==> src/hdl/peqs_pkg.sv <==
// Shared constants and types of the priority event queue set.
// Depends on nothing.
package peqs_pkg;
    localparam int PRIORITIES  = 4;
    localparam int QUEUE_SIZE  = 16;
    localparam int EVENT_BYTES = 8;
    localparam int PW  = (PRIORITIES > 1) ? $clog2(PRIORITIES) : 1;
    localparam int IW  = $clog2(QUEUE_SIZE);
    localparam int SLOTS = PRIORITIES * QUEUE_SIZE;
    localparam int MEMW  = 64 + 8 + 4;
    localparam logic [4:0] QUOTA_CAP = 5'd16;

    localparam logic [1:0] CMD_PUBLISH = 2'd0;
    localparam logic [1:0] CMD_PROCESS = 2'd1;
    localparam logic [1:0] CMD_STATS   = 2'd2;

    localparam logic [2:0] ST_QUEUED   = 3'd0;
    localparam logic [2:0] ST_INVALID  = 3'd1;
    localparam logic [2:0] ST_DROPPED  = 3'd2;
    localparam logic [2:0] ST_FILTERED = 3'd3;
    localparam logic [2:0] ST_FAULT    = 3'd4;
    localparam logic [2:0] ST_EVENT    = 3'd5;
    localparam logic [2:0] ST_INFO     = 3'd6;

    localparam logic [1:0] REG_POLICY = 2'd0;
    localparam logic [1:0] REG_QUOTA  = 2'd1;
    localparam logic [1:0] REG_LIMIT  = 2'd2;

    localparam logic [1:0] POL_DROP_OLDEST = 2'd1;
    localparam logic [1:0] POL_FAULT       = 2'd2;

    typedef struct packed {
        logic [1:0]  cmd;
        logic [2:0]  priority_req;
        logic [7:0]  type_id;
        logic [63:0] payload;
        logic [3:0]  size_bytes;
        logic        filter_pass;
    } in_item_t;

    typedef struct packed {
        logic [2:0]  status;
        logic [7:0]  out_type_id;
        logic [2:0]  out_priority;
        logic [63:0] out_payload;
        logic [3:0]  out_len;
        logic [3:0]  queue_depth;
        logic [31:0] dropped_count;
        logic        last;
    } out_item_t;

    typedef struct packed {
        logic [1:0] index;
        logic [8:0] data;
    } cfg_item_t;

    // Controller to datapath.
    typedef struct packed {
        logic          latch_in;   // capture input beat, evaluate a command
        logic          pub_exec;   // perform the publish decided by datapath
        logic          rd_issue;   // issue memory read at scan priority
        logic          emit_event; // load result from memory data
        logic          emit_single;// load single result computed at latch
        logic          next_prio;  // advance scan priority, clear taken count
        logic          start_scan; // reset scan priority and count
        logic          set_last;   // value of last on emitted result
    } ctl_cmd_t;

    // Datapath to controller.
    typedef struct packed {
        logic is_process;   // latched command is a non-faulted process round
        logic can_take;     // scan queue non-empty and quota left
        logic prio_done;    // scan priority is the final one
        logic any_emitted;  // an event was emitted this round
        logic more_after;   // some later event will follow the pending read
    } dp_stat_t;
endpackage

==> src/hdl/peqs_ctrl.sv <==
// Controller state machine sequencing commands, rounds and result beats.
// Depends on peqs_pkg.
module peqs_ctrl (
    input  logic                clk,
    input  logic                rst_n,
    input  logic                in_valid,
    output logic                in_ready,
    output logic                out_valid,
    input  logic                out_ready,
    input  peqs_pkg::dp_stat_t  stat,
    output peqs_pkg::ctl_cmd_t  ctl
);
    typedef enum logic [2:0] {S_IDLE, S_EXEC, S_SCAN, S_LOAD, S_HOLD} state_t;

    state_t state_reg, state_next;
    logic   out_valid_reg, out_valid_next;
    logic   last_reg, last_next;

    // A result register slot is free when empty or being taken.
    logic out_free;
    assign out_free = !out_valid_reg || out_ready;

    always_comb
    begin
        ctl = '0;
        state_next      = state_reg;
        out_valid_next  = out_valid_reg && !out_ready;
        last_next       = last_reg;
        in_ready        = 1'b0;
        unique case (state_reg)
            S_IDLE:
            begin
                in_ready = 1'b1;
                if (in_valid)
                begin
                    ctl.latch_in = 1'b1;
                    state_next = S_EXEC;
                end
            end
            S_EXEC:
            begin
                if (stat.is_process)
                begin
                    ctl.start_scan = 1'b1;
                    state_next = S_SCAN;
                end
                else if (out_free)
                begin
                    ctl.pub_exec    = 1'b1;
                    ctl.emit_single = 1'b1;
                    out_valid_next  = 1'b1;
                    state_next      = S_IDLE;
                end
            end
            S_SCAN:
            begin
                if (stat.can_take)
                begin
                    ctl.rd_issue = 1'b1;
                    last_next = !stat.more_after;
                    state_next = S_LOAD;
                end
                else if (!stat.prio_done)
                begin
                    ctl.next_prio = 1'b1;
                end
                else if (!stat.any_emitted)
                begin
                    state_next = S_HOLD;
                end
                else
                begin
                    state_next = S_IDLE;
                end
            end
            S_LOAD:
            begin
                if (out_free)
                begin
                    ctl.emit_event = 1'b1;
                    ctl.set_last   = last_reg;
                    out_valid_next = 1'b1;
                    state_next     = last_reg ? S_IDLE : S_SCAN;
                end
            end
            S_HOLD:
            begin
                if (out_free)
                begin
                    ctl.emit_single = 1'b1;
                    out_valid_next  = 1'b1;
                    state_next      = S_IDLE;
                end
            end
            default:
            begin
                state_next = S_IDLE;
            end
        endcase
    end

    always_ff @(posedge clk or negedge rst_n)
    begin
        if (!rst_n)
        begin
            state_reg      <= S_IDLE;
            out_valid_reg  <= 1'b0;
            last_reg       <= 1'b0;
        end
        else
        begin
            state_reg      <= state_next;
            out_valid_reg  <= out_valid_next;
            last_reg       <= last_next;
        end
    end

    assign out_valid = out_valid_reg;
endmodule

==> config.mk <==
export PLATFORM = sky130hd
export DESIGN_NAME = peqs_ctrl
export DESIGN_NICKNAME = d
export VERILOG_FILES = /design/src/hdl/peqs_pkg.sv /design/src/hdl/peqs_ctrl.sv
export SDC_FILE = /design/constraint.sdc
export NUM_CORES = 1
export LEC_CHECK = 0
export BUFFER_PORTS_ARGS = -buffer_cell sky130_fd_sc_hd__clkbuf_2
export CAP_MARGIN = 25
export CORE_AREA = 2 2 39 41
export CTS_CLUSTER_SIZE = 12
export DETAILED_ROUTE_END_ITERATION = 8
export DIE_AREA = 0 0 41 43
export SLEW_MARGIN = 25
export SYNTH_ARGS = -nofsm -noshare
export SYNTH_HDL_FRONTEND = slang
export SYNTH_SLANG_ARGS = --single-unit
==> constraint.sdc <==
create_clock -name clk -period 1.7 [get_ports clk]
set_input_delay 0.085 -clock clk [delete_from_list [all_inputs] [get_ports clk]]
set_output_delay 0.085 -clock clk [all_outputs]
set_load 0.03 [all_outputs]
==> run metrics <==
vias in the first global route=between 300 and 400; synth cell count leaders=dfrtp_1 (5), nor2_1 (5), a21oi_1 (3), buf_2 (3), nand2b_1 (3); FF-to-FF End=state_reg[2]; dpl cells=76; top post-synthesis cells by area=dfrtp_1 (34%), mux2i_1 (5.4%), nand2b_1 (5.1%); register area=roughly 130 um2; Max Cap Viol=0; f_max=between 0.6 and 0.7 GHz; final wirelength=approximately 900 um; drc violations=0; Synth Area in XOR/XNOR=0%; fin crit period=1.61 ns; Avg Cell Area, Syn=9.00 um2; Worst-Margin Slew=~0.26 ns; Unique masters post-synth=23; Root Buffer=clkbuf_4; outcome=complete, no violations; worst hold start=stat[0]; synth warn=0; worst hold-check path type=input pin to register; CTS max path bufs=2; top-area cell type share of the netlist area=33.9%; Top FF cell, synth=dfrtp_1; GRT Total Usage=12.6%; DRT iter0 DRCs=5; Starting Density=26.7%; mux share of post-synthesis cell area=8.47%; die width=~40 um; Reg2Reg Launch Point=state_reg[1]; final setup TNS=0 ns; layout cell share with drive strength beyond 1=50.7%; sequential fraction of the synthesis area=~34%; Critical Path AT=between 1.5 and 2 ns; hold endpoint=last_reg; metal3 WL=68 um; die area=around 1800 um2; Util after Layout=about two fifths; Syn Nets=50; final hold viol count=0; Cell Pwr Density=1830 nW/um2; Mapped Cells=41; Skew-Pair Late Insertion Delay=around 0.25 ns; slowest stage delay, CP=0.37 ns; Fin Hold WS=0.00762 ns; worst path cell trace=buf_4, nand2b_1, nor3b_2, and2_1, clkbuf_2; RSZ-0062 raised after global routing=no; wire length on met2=395 um; share of the synthesized area in compound gates (AO/OA/AOI/OAI)=11.5%; Via Count=around 390; H-tree lvl count=1; Post-DRT Antenna Nets=0; antenna fix cells=0; cell count of the worst reg-to-reg path=5; synthesis-to-finish area growth=53.2%; post-synthesis adder-cell area fraction=0%; Startpoint Class=register; FFs w/ async S/R, synth=100%; CTS clk-pin slew, worst paths=0.05 ns; first-pass GRT wire length=around 1.4 mm; area of the multi-input gates=245 um2; CP endpoint kind=primary output; core area=between 1000 and 1500 um2; met1 WL=412 um; TritonCTS Buffers=3; final cell count without fillers=83; DR WL/cell=10.8 um; Slowest cell on crit path=dfrtp_1; max FFs per register=3; Peak VDD IR=0.544 mV; Top Layer Used=met4; worst path required time=1.62 ns; Slew Viols, Final=0; largest net degree at the start of global routing=13; Post-synth EDFFs=0; Total Power=1.04 mW; Pleak=roughly 0.28 nW; R2R setup slack=0.23 ns; fin nets=77; Synth area leader=dfrtp_1; row count=14; I/O pin total=19; post-DR vias/cell=4.72; die height=43 um; Tcrit/Tclk final=94.9%; initial antenna violation count=0; CP Max Fanout=12; synthesized area=about 370 um2; GRT overflow=0; DR pass1 iterations=4; Setup Crit Path Kind=register to primary output; largest family of logic cells by synthesized area=simple AND/OR/NAND/NOR gates; CTS tree=built; post-synthesis simple-gate area fraction=42.0%; gpl congestion=0.780; clock sinks=5; register bit count reported by yosys=5; Port-buffer cells=18; final setup skew=0.00450 ns; Hold Path Depth=2; filler cell count=147; Slew HR=82.7%; Setup Viol. Count Final=0
-- placed cells by master, fill, tap and decap left out, types with 2 or more instances in the layout --
cell      netlist  layout
a21oi_1         3       3
and2_1          2       2
buf_4           0       6
clkbuf_2        0      17
clkbuf_4        0       4
dfrtp_1         5       4
mux2i_1         2       2
nand2b_1        3       3
nor2_1          5       5
nor2b_1         2       2
nor4_2          1       2
-- timing repair --
item,4_1_cts,5_1_grt
endpoints found under the setup margin,1,1
pin swaps,0,0
setup buffers,0,2
resized for setup,1,2
cloned,0,0
hold buffers,1,0
endpoints found under the hold margin,5,0
-- worst max path at each step --
stage,startpoint,endpoint,slack (ns),depth (start not counted)
finish,state_reg[2],ctl[0],0.09,5
global route,state_reg[2],ctl[0],0.0008,5
CTS,state_reg[1],ctl[2],0.05,3
detailed placement,state_reg[1],ctl[2],0.24,3
global placement,state_reg[1],ctl[2],0.27,3
floorplan,out_valid,ctl[0],0.03,3
-- through the flow --
step	setup slack, ns	instance area (um2)
final	0.0869	566
after global routing	0.000805	566
after CTS	0.0501	548
after detailed placement	0.242	510
after global placement	0.270	510
after floorplan	0.0287	385
-- power breakdown --
group | switching, mW | internal, mW
Combinational | 0.409 | 0.289
Sequential | 0.0230 | 0.173
Clock | 0.0539 | 0.0891
-- layout make-up --
type                    instances  share of cell area [%]
flip-flops and latches          5                    22.3
repair buffers                 25                    26.1
clock buffers                   4                    4.65
well taps                      16                    3.54
multi-input cells              33                    43.4
-- kinds of logic after synthesis --
| group | count (synthesis) |
|---|---|
| flops | 5 |
| simple gates | 24 |
| buf+inv | 3 |
| compound gates | 6 |
| mux | 3 |
-- per-layer routing --
| layer | track usage (%) | up-vias |
|---|---|---|
| met4 | 8.00 | 0 |
| met2 | 16.9 | 17 |
| met5 | 0 | - |
| li1 | - | 202 |
| met1 | 16.4 | 171 |
| met3 | 4.71 | 2 |
-- worst max-delay path, delay by kind of cell (launching register included) --
family	cells	cell delay [ns]
buffers and inverters	2	0.36
and+or+nand+nor	3	0.54
DFF	1	0.37
Note: power is estimated with default switching activity, not from simulation.
